File: src/hdl/mpv_pkg.sv
package mpv_pkg;

	localparam int MAX_DEPTH_DEFAULT = 32;
	localparam int CFG_IDX_W = 3;
	localparam int CNT_W = 6;

	localparam logic [CFG_IDX_W-1:0] REG_HASH_KIND = 3'd0;
	localparam logic [CFG_IDX_W-1:0] REG_ROOT_WORD0 = 3'd1;
	localparam logic [CFG_IDX_W-1:0] REG_ROOT_WORD1 = 3'd2;
	localparam logic [CFG_IDX_W-1:0] REG_ROOT_WORD2 = 3'd3;
	localparam logic [CFG_IDX_W-1:0] REG_ROOT_WORD3 = 3'd4;

	localparam logic OP_LEAF = 1'b0;
	localparam logic OP_SIBLING = 1'b1;

	localparam logic HASH_SHA256 = 1'b0;
	localparam logic HASH_MD5 = 1'b1;

	localparam logic [1:0] ST_MATCH = 2'd0;
	localparam logic [1:0] ST_MISMATCH = 2'd1;
	localparam logic [1:0] ST_TOO_DEEP = 2'd2;

	typedef struct packed {
		logic        opcode;
		logic [1:0]  word_index;
		logic [63:0] digest_word;
		logic        sibling_left;
		logic        last_of_proof;
	} in_t;

	typedef struct packed {
		logic [1:0]       status;
		logic [CNT_W-1:0] siblings_applied;
	} out_t;

	typedef logic [3:0][63:0] digest_t;

	localparam logic [31:0] SHA_K [64] = '{
		32'h428a2f98, 32'h71374491, 32'hb5c0fbcf, 32'he9b5dba5,
		32'h3956c25b, 32'h59f111f1, 32'h923f82a4, 32'hab1c5ed5,
		32'hd807aa98, 32'h12835b01, 32'h243185be, 32'h550c7dc3,
		32'h72be5d74, 32'h80deb1fe, 32'h9bdc06a7, 32'hc19bf174,
		32'he49b69c1, 32'hefbe4786, 32'h0fc19dc6, 32'h240ca1cc,
		32'h2de92c6f, 32'h4a7484aa, 32'h5cb0a9dc, 32'h76f988da,
		32'h983e5152, 32'ha831c66d, 32'hb00327c8, 32'hbf597fc7,
		32'hc6e00bf3, 32'hd5a79147, 32'h06ca6351, 32'h14292967,
		32'h27b70a85, 32'h2e1b2138, 32'h4d2c6dfc, 32'h53380d13,
		32'h650a7354, 32'h766a0abb, 32'h81c2c92e, 32'h92722c85,
		32'ha2bfe8a1, 32'ha81a664b, 32'hc24b8b70, 32'hc76c51a3,
		32'hd192e819, 32'hd6990624, 32'hf40e3585, 32'h106aa070,
		32'h19a4c116, 32'h1e376c08, 32'h2748774c, 32'h34b0bcb5,
		32'h391c0cb3, 32'h4ed8aa4a, 32'h5b9cca4f, 32'h682e6ff3,
		32'h748f82ee, 32'h78a5636f, 32'h84c87814, 32'h8cc70208,
		32'h90befffa, 32'ha4506ceb, 32'hbef9a3f7, 32'hc67178f2
	};

	localparam logic [31:0] MD5_K [64] = '{
		32'hd76aa478, 32'he8c7b756, 32'h242070db, 32'hc1bdceee,
		32'hf57c0faf, 32'h4787c62a, 32'ha8304613, 32'hfd469501,
		32'h698098d8, 32'h8b44f7af, 32'hffff5bb1, 32'h895cd7be,
		32'h6b901122, 32'hfd987193, 32'ha679438e, 32'h49b40821,
		32'hf61e2562, 32'hc040b340, 32'h265e5a51, 32'he9b6c7aa,
		32'hd62f105d, 32'h02441453, 32'hd8a1e681, 32'he7d3fbc8,
		32'h21e1cde6, 32'hc33707d6, 32'hf4d50d87, 32'h455a14ed,
		32'ha9e3e905, 32'hfcefa3f8, 32'h676f02d9, 32'h8d2a4c8a,
		32'hfffa3942, 32'h8771f681, 32'h6d9d6122, 32'hfde5380c,
		32'ha4beea44, 32'h4bdecfa9, 32'hf6bb4b60, 32'hbebfbc70,
		32'h289b7ec6, 32'heaa127fa, 32'hd4ef3085, 32'h04881d05,
		32'hd9d4d039, 32'he6db99e5, 32'h1fa27cf8, 32'hc4ac5665,
		32'hf4292244, 32'h432aff97, 32'hab9423a7, 32'hfc93a039,
		32'h655b59c3, 32'h8f0ccc92, 32'hffeff47d, 32'h85845dd1,
		32'h6fa87e4f, 32'hfe2ce6e0, 32'ha3014314, 32'h4e0811a1,
		32'hf7537e82, 32'hbd3af235, 32'h2ad7d2bb, 32'heb86d391
	};

	localparam logic [4:0] MD5_S [16] = '{
		5'd7, 5'd12, 5'd17, 5'd22, 5'd5, 5'd9, 5'd14, 5'd20,
		5'd4, 5'd11, 5'd16, 5'd23, 5'd6, 5'd10, 5'd15, 5'd21
	};

endpackage

File: src/hdl/mpv_hash_unit.sv
module mpv_hash_unit (
	input  logic                 clk,
	input  logic                 arst_n,
	input  logic                 start,
	input  logic                 md5_mode,
	input  logic [511:0]         block,
	output logic                 done,
	output mpv_pkg::digest_t     digest
);

	typedef enum logic [2:0] {
		C_IDLE = 3'b001,
		C_RUN  = 3'b010,
		C_ADD  = 3'b100
	} cstate_t;

	cstate_t            cst_q;
	logic [7:0][31:0]   v_q;
	logic [7:0][31:0]   h_q;
	logic [15:0][31:0]  win_q;
	logic [5:0]         rnd_q;
	logic               second_q;
	logic               mode_q;
	logic               done_q;

	logic [15:0][31:0]  blk_words;
	logic [15:0][31:0]  pad_words;
	logic [7:0][31:0]   sha_iv;
	logic [7:0][31:0]   hsum;
	logic [7:0][31:0]   v_next;
	logic [15:0][31:0]  win_next;

	function automatic logic [31:0] rotr(input logic [31:0] x, input int n);
		rotr = (x >> n) | (x << (32 - n));
	endfunction

	function automatic logic [31:0] bswap(input logic [31:0] x);
		bswap = {x[7:0], x[15:8], x[23:16], x[31:24]};
	endfunction

	always_comb begin
		for (int i = 0; i < 16; i++) begin
			blk_words[i] = md5_mode ? bswap(block[511-32*i -: 32]) : block[511-32*i -: 32];
			pad_words[i] = 32'h0;
		end
		pad_words[0] = 32'h8000_0000;
		pad_words[15] = 32'h0000_0200;
		sha_iv = {32'h5be0cd19, 32'h1f83d9ab, 32'h9b05688c, 32'h510e527f,
			32'ha54ff53a, 32'h3c6ef372, 32'hbb67ae85, 32'h6a09e667};
		for (int i = 0; i < 8; i++) begin
			hsum[i] = h_q[i] + v_q[i];
		end
	end

	// one round of whichever hash is running
	always_comb begin
		logic [31:0] s0, s1, ch, maj, t1, t2, w16;
		logic [31:0] f, f1, msg;
		logic [63:0] rot;
		logic [3:0]  g;
		logic [3:0]  sidx;
		v_next = v_q;
		win_next = win_q;
		s1 = rotr(v_q[4], 6) ^ rotr(v_q[4], 11) ^ rotr(v_q[4], 25);
		ch = (v_q[4] & v_q[5]) ^ (~v_q[4] & v_q[6]);
		t1 = v_q[7] + s1 + ch + mpv_pkg::SHA_K[rnd_q] + win_q[0];
		s0 = rotr(v_q[0], 2) ^ rotr(v_q[0], 13) ^ rotr(v_q[0], 22);
		maj = (v_q[0] & v_q[1]) ^ (v_q[0] & v_q[2]) ^ (v_q[1] & v_q[2]);
		t2 = s0 + maj;
		w16 = win_q[0] + (rotr(win_q[1], 7) ^ rotr(win_q[1], 18) ^ (win_q[1] >> 3))
			+ win_q[9] + (rotr(win_q[14], 17) ^ rotr(win_q[14], 19) ^ (win_q[14] >> 10));
		unique case (rnd_q[5:4])
			2'd0: begin
				f = (v_q[1] & v_q[2]) | (~v_q[1] & v_q[3]);
				g = rnd_q[3:0];
			end
			2'd1: begin
				f = (v_q[3] & v_q[1]) | (~v_q[3] & v_q[2]);
				g = rnd_q[3:0] * 4'd5 + 4'd1;
			end
			2'd2: begin
				f = v_q[1] ^ v_q[2] ^ v_q[3];
				g = rnd_q[3:0] * 4'd3 + 4'd5;
			end
			default: begin
				f = v_q[2] ^ (v_q[1] | ~v_q[3]);
				g = rnd_q[3:0] * 4'd7;
			end
		endcase
		msg = win_q[g];
		sidx = {rnd_q[5:4], rnd_q[1:0]};
		f1 = f + v_q[0] + mpv_pkg::MD5_K[rnd_q] + msg;
		rot = {f1, f1} << mpv_pkg::MD5_S[sidx];
		if (mode_q) begin
			v_next[0] = v_q[3];
			v_next[3] = v_q[2];
			v_next[2] = v_q[1];
			v_next[1] = v_q[1] + rot[63:32];
		end else begin
			v_next = {v_q[6:4], v_q[3] + t1, v_q[2:0], t1 + t2};
			win_next = {w16, win_q[15:1]};
		end
	end

	always_ff @(posedge clk or negedge arst_n) begin
		if (!arst_n) begin
			cst_q <= C_IDLE;
			done_q <= 1'b0;
			rnd_q <= '0;
			second_q <= 1'b0;
		end else begin
			done_q <= 1'b0;
			unique case (cst_q)
				C_IDLE: begin
					if (start) begin
						cst_q <= C_RUN;
						rnd_q <= '0;
						second_q <= 1'b0;
					end
				end
				C_RUN: begin
					rnd_q <= rnd_q + 6'd1;
					if (rnd_q == 6'd63) begin
						cst_q <= C_ADD;
					end
				end
				default: begin
					rnd_q <= '0;
					if (!mode_q && !second_q) begin
						second_q <= 1'b1;
						cst_q <= C_RUN;
					end else begin
						done_q <= 1'b1;
						cst_q <= C_IDLE;
					end
				end
			endcase
		end
	end

	always_ff @(posedge clk) begin
		unique case (cst_q)
			C_IDLE: begin
				if (start) begin
					mode_q <= md5_mode;
					win_q <= blk_words;
					if (md5_mode) begin
						h_q <= {128'h0, 32'h10325476, 32'h98badcfe, 32'hefcdab89,
							32'h67452301};
						v_q <= {128'h0, 32'h10325476, 32'h98badcfe, 32'hefcdab89,
							32'h67452301};
					end else begin
						h_q <= sha_iv;
						v_q <= sha_iv;
					end
				end
			end
			C_RUN: begin
				v_q <= v_next;
				win_q <= win_next;
			end
			default: begin
				h_q <= hsum;
				v_q <= hsum;
				win_q <= pad_words;
			end
		endcase
	end

	always_comb begin
		for (int j = 0; j < 4; j++) begin
			digest[j] = {h_q[2*j], h_q[2*j+1]};
		end
		if (mode_q) begin
			digest[0] = {bswap(h_q[0]), bswap(h_q[1])};
			digest[1] = {bswap(h_q[2]), bswap(h_q[3])};
			digest[2] = 64'h0;
			digest[3] = 64'h0;
		end
	end

	assign done = done_q;

endmodule

File: config.mk
export PLATFORM = sky130hd
export DESIGN_NAME = mpv_hash_unit
export DESIGN_NICKNAME = d
export VERILOG_FILES = /design/src/hdl/mpv_pkg.sv /design/src/hdl/mpv_hash_unit.sv
export SDC_FILE = /design/constraint.sdc
export NUM_CORES = 2
export LEC_CHECK = 0
export BUFFER_PORTS_ARGS = -buffer_cell sky130_fd_sc_hd__buf_4
export CAP_MARGIN = 20
export CORE_ASPECT_RATIO = 1.2
export CORE_MARGIN = 2
export CORE_UTILIZATION = 35
export CTS_BUF_LIST = sky130_fd_sc_hd__clkbuf_8
export DETAILED_ROUTE_END_ITERATION = 8
export PLACE_DENSITY = 0.48
export SLEW_MARGIN = 20
export SYNTH_ARGS = -nofsm -noshare
export SYNTH_HDL_FRONTEND = slang
export SYNTH_SLANG_ARGS = --single-unit
File: constraint.sdc
create_clock -name clk -period 34.8 [get_ports clk]
set_clock_uncertainty 0.2 [all_clocks]
set_input_delay 1.74 -clock clk [delete_from_list [all_inputs] [get_ports clk]]
set_output_delay 1.74 -clock clk [all_outputs]
set_load 0.1 [all_outputs]
# Yosys cells after proc, flatten, opt, wreduce, memory -nomap -nowiden

Memory sizes are Yosys's and may differ from the RTL's.
Cells that the tools add are included.

Flip-flop bits (word level): 1036
ROM bits: 4176
Output and inout port bits: 257
Word-level logic and storage cells: 179
Memories kept: 3

Memory list:

| name            | depth | width | read ports | clocked after memory_dff | write ports | RTL line            | RTL |
|---|---|---|---|---|---|---|---|
| (no name shown) | 64    | 32    | 1          | 0                        | 0           | mpv_hash_unit.sv:92 | `f1 = f + v_q[0] + mpv_pkg::MD5_K[rnd_q] + msg;` |
| (no name shown) | 64    | 32    | 1          | 0                        | 0           | mpv_hash_unit.sv:66 | `t1 = v_q[7] + s1 + ch + mpv_pkg::SHA_K[rnd_q] + win_q[0];` |
| (no name shown) | 16    | 5     | 1          | 0                        | 0           | mpv_hash_unit.sv:93 | `rot = {f1, f1} << mpv_pkg::MD5_S[sidx];` |

Add/sub/neg operators: 25
Multipliers: 3
Order comparisons: 3
Equality and inequality tests: 8
Shift-type cells: 1
Muxes and demuxes: 47
Bitwise gates (word level): 41
Reduce and logical (&&, ||, !) cells: 11

Operators by type and width:

| kind                                    | number |
|---|---|
| two-way mux 512 bit                     | 2 |
| case mux 256 bit (2 select lines)       | 2 |
| case mux 512 bit (2 select lines)       | 1 |
| adder 32 bit                            | 22 |
| two-way mux 32 bit                      | 21 |
| two-way mux 256 bit                     | 2 |
| XOR 32 bit                              | 12 |
| bitwise AND 32 bit                      | 8 |
| two-way mux 255 bit                     | 1 |
| binary-select mux 32 bit (select 4 bit) | 1 |
| two-way mux 128 bit                     | 1 |
| inverter 32 bit                         | 3 |
| bitwise OR 32 bit                       | 3 |
| case mux 32 bit (3 select lines)        | 1 |
| two-way mux 64 bit                      | 1 |
| << shifter 64 x 5 -> 64 bit             | 1 |
| bitwise OR 10 x 32 -> 32 bit            | 1 |
| bitwise OR 13 x 32 -> 32 bit            | 1 |
| bitwise OR 14 x 32 -> 32 bit            | 1 |
| bitwise OR 15 x 32 -> 32 bit            | 1 |
| bitwise OR 19 x 32 -> 32 bit            | 1 |
| bitwise OR 21 x 32 -> 32 bit            | 1 |
| bitwise OR 25 x 32 -> 32 bit            | 1 |
| bitwise OR 26 x 32 -> 32 bit            | 1 |
| 37 further kinds                        | 49 |

# Logic depth before layout (Yosys ltp)

Depth in word-level cells: 11
Gate-level depth with buffers: 46

# Least setup slack after synthesis

Ideal clock, no wire load.

Path kind: in2reg
Start: input start
End: register v_q[128] (netlist name) (enable)
Setup time: 1662 ps
Arrival time: 28292 ps
Data required time: 32938 ps
Path slack: 4646 ps
Stages: 2
Buffers on the path: 0
Cells stage by stage: nor2_1 nor2_1

Longest elaborated chain between the ends: 2

RTL lines:

| what                            | RTL line             | RTL |
|---|---|---|
| start, declared                 | mpv_hash_unit.sv:4   | `input logic start,` |
| inequality test 2 bit (no line) | -                    |  |
| AND reduction 2 bit (no line)   | -                    |  |
| end signal, assigned            | mpv_hash_unit.sv:150 | `v_q <= {128'h0, 32'h10325476, 32'h98badcfe, 32'hefcdab89,` |
| end signal, assigned            | mpv_hash_unit.sv:154 | `v_q <= sha_iv;` |
| end signal, assigned            | mpv_hash_unit.sv:159 | `v_q <= v_next;` |
| end, declared                   | mpv_hash_unit.sv:18  | `logic [7:0][31:0] v_q;` |

No other way between the ends.
A chain may end at the register's enable or synchronous reset.

# Final worst setup path

Start: register rnd_q[0]
End: register v_q[63] (netlist name), data pin

Longest elaborated chain between the ends: 10
Elaborated cells between the ends (all ways): 22
Those cells by class: add/sub: 5; mul: 3; shift: 1; mux: 9; bitwise: 2; memory: 2

RTL lines:

| what                                                                                 | RTL line                                 | RTL |
|---|---|---|
| start, declared                                                                      | mpv_hash_unit.sv:21                      | `logic [5:0] rnd_q;` |
| start signal, assigned                                                               | mpv_hash_unit.sv:122                     | `rnd_q <= rnd_q + 6'd1;` |
| multiplier 4 x 2 -> 4 bit, or another cell as far along                              | mpv_hash_unit.sv:83                      | `g = rnd_q[3:0] * 4'd3 + 4'd5;` |
| adder 4 x 3 -> 4 bit, or another cell as far along                                   | mpv_hash_unit.sv:83                      |  |
| case mux 4 bit (3 select lines) / two-way mux 32 bit (equally long branches)         | mpv_hash_unit.sv:72, mpv_hash_unit.sv:92 |  |
| binary-select mux 32 bit (select 4 bit) / two-way mux 32 bit (equally long branches) | mpv_hash_unit.sv:90, mpv_hash_unit.sv:92 |  |
| two-way mux 32 bit (not written as such) / adder 32 bit (equally long branches)      | mpv_hash_unit.sv:90, mpv_hash_unit.sv:92 |  |
| adder 32 bit                                                                         | mpv_hash_unit.sv:92                      |  |
| << shifter 64 x 5 -> 64 bit *                                                        | mpv_hash_unit.sv:93                      |  |
| adder 32 bit *                                                                       | mpv_hash_unit.sv:98                      | `v_next[1] = v_q[1] + rot[63:32];` |
| two-way mux 64 bit *                                                                 | mpv_hash_unit.sv:94                      | `if (mode_q) begin` |
| case mux 256 bit (2 select lines) *                                                  | mpv_hash_unit.sv:142                     | `unique case (cst_q)` |

Mark *: on every way between the ends. The rest lies on a longest branch, timed or not. The select of a mux whose other input is x is not followed.

==> impl_metrics.json <==
{
  "ant_nets": 0,
  "first_iter_violations": 8459,
  "std_cell_rows": 206,
  "firstDrtPassIters": 6,
  "drt-total-wl_um": 470000,
  "avgSynthCellArea_sq_um": 9.55,
  "fmax_mhz": 68.6,
  "cp_common_cell": "a21oi_1",
  "htreeDepth": 4,
  "grt_pass1_wl_um": 636000,
  "die_w_um": 472,
  "ctsHoldBuffers": 0,
  "timing.final.max_slew_violations": 0,
  "design_area_sq_mm": 0.105,
  "final.setup.tns_ns": 0,
  "ys_seq_area_share_pct": 33.8,
  "worstSetupPathType": "reg2reg",
  "synth-edff-count": 1025,
  "rsz0062_at_grt": "no",
  "hold_path_class": "reg2reg",
  "grt.total_usage_pct": 34.0,
  "dpl.hpwl_um": 369000,
  "grt_pass1_vias": 79859,
  "dp.cells": 13462,
  "synthFlopType": "edfxtp_1",
  "cts_setup_buffers": 0,
  "maxCapViolations": 0,
  "dieArea_sq_mm": 0.267,
  "viasPerCell": 5.92,
  "fin_crit_ns": 14.58,
  "critical_path_arrival_ns": 15.17,
  "slew_headroom_pct": 13.4,
  "slowest_delay_ns": 0.85,
  "overflow": 0,
  "boundaryPins": 773,
  "antenna_found_initial": 24,
  "cp_max_fo": 46,
  "netlist_area_sq_mm": 0.0918,
  "io_buffers": 772,
  "syn_inst": 9620,
  "critPathSlowestCell": "buf_4",
  "yosysWarningCount": 0,
  "cts_resized": 0,
  "synth-seq-cells": 1036,
  "cts_root_buf": "clkbuf_8",
  "area_growth_pct": 14.4,
  "clkTransAtPathRegs_ns": 0.06,
  "start_util_pct": 35.1,
  "worstSetupEndpointType": "flop",
  "cts_buffer_depth": 4,
  "finalNonFillerCells": 13812,
  "hold_viol_final": 0,
  "gp_congestion": 0.988,
  "cts_buffers": 197,
  "routedWlPerCell_um": 34.0,
  "nets": 11520,
  "synthDistinctLibCells": 89,
  "die_y_um": 565,
  "grt_max_degree": 256,
  "outcome": "completed",
  "synthArstFlopShare_pct": 1.06,
  "vias": 81756,
  "final_core_utilization_pct": 40.2,
  "dpl_cell_area_sq_mm": 0.102,
  "mostFrequentLayoutCells": "1083 x nand2_1, 1025 x edfxtp_1, 978 x buf_4",
  "cts_tree": "done",
  "tightest_slew_ns": 1.30,
  "period_share_pct": 41.9,
  "clk_latency_ns": 1.04,
  "setup_viol": 0,
  "drcViolationCount": 0,
  "worstPathRequired_ns": 35.39,
  "cts_num_sinks": 1036,
  "layout_commonest_cell": "nand2_1",
  "critPathLaunchType": "flop",
  "syn_nets": 10911,
  "drive_gt1_share_pct": 15.7,
  "coreArea_sq_mm": 0.262
}
## final cells by class
cell class,count,area (sq um)
timing repair buffer,993,7590
inverter,566,2130
sequential,1036,31100
tap,3432,4290
clock buffer,199,2740
clock inverter,138,642
multi-input combinational,7435,56600
antenna,13,32.5
fill,26104,157000
## metal layers
metal  part of all wire, %  global-route usage [%]  vias up
li1                      -                       -    36085
met5                 0.018                       0        -
met1                    38                    40.5    41103
met4                   8.6                    24.9       10
met3                   6.1                    4.82      871
met2                    47                    56.2     3687
## cell families (layout without fill, tap and decap cells)
group           Yosys count  in the layout  synth area share [%]
mux                     990            990                  13.0
simple gates           2321           2321                  11.3
fa+ha+maj               775            775                  12.7
flops                  1036           1036                  33.8
other cells               0             13                     0
compound gates         2582           2582                  17.2
xor+xnor                767            767                  7.33
buf+inv                1149           1896                  4.74
## worst max-delay path, delay by kind of cell (launching register included)
kind	cells	cell delay [ns]
AOI/OAI and AO/OA	20	5.59
buffers and inverters	7	2.97
adders and majority gates	6	2.64
muxes	5	1.69
and+or+nand+nor	3	0.42
DFF	1	0.37
xor gates and xnor gates	1	0.32
## cell usage after synthesis (all sizes together), types with 71 or more instances
master     n  area (sq um)
nand2   1086          4080
edfxtp  1025         30800
o21ai    954          4780
mux2i    660          6610
a21oi    597          2990
inv      558          2090
nor2     520          1950
ha       512          6410
clkbuf   461          1730
xnor2    409          3580
xor2     357          3130
fa       263          5270
nor2b    217          1360
mux2     189          2130
a21o     179          1340
mux4     141          3180
buf      122           498
nor3     109           546
o211ai   105           788
a211oi    96           726
o22ai     92           576
nand2b    87           544
nand3     74           370
o21a      71           533
## through the flow
step	setup slack, ns	hold WS (ns)
floorplan	4.65	0.285
global placement	20.37	0.323
detailed placement	20.20	0.336
CTS	20.15	0.301
global route	18.93	0.335
finish	20.22	0.289
## flip-flops by register name, summed over array words and instances (netlist names)
register  flops
cst_q         3
done          1
h_q         256
mode_q        1
rnd_q         6
second_q      1
v_q         256
win_q       512
## final timing paths
check | startpoint | endpoint | slack (ns) | depth (start not counted)
min reg2reg | win_q[88]$_DFFE_PP_ | win_q[56]$_DFFE_PP_ | 0.29 | 2
max in group asynchronous | arst_n | done$_DFF_PN0_ | 33.66 | 1
max | rnd_q[0]$_DFFE_PN0N_ | v_q[63]$_DFFE_PN_ | 20.22 | 42
min in group asynchronous | arst_n | rnd_q[1]$_DFFE_PN0N_ | 0.44 | 1
min | win_q[88]$_DFFE_PP_ | win_q[56]$_DFFE_PP_ | 0.29 | 2
max reg2reg | rnd_q[0]$_DFFE_PN0N_ | v_q[63]$_DFFE_PN_ | 20.22 | 42
Power is left out: the tool's default activity adds up to more than one toggle a clock period on the data nets, which glitch-free logic cannot reach.
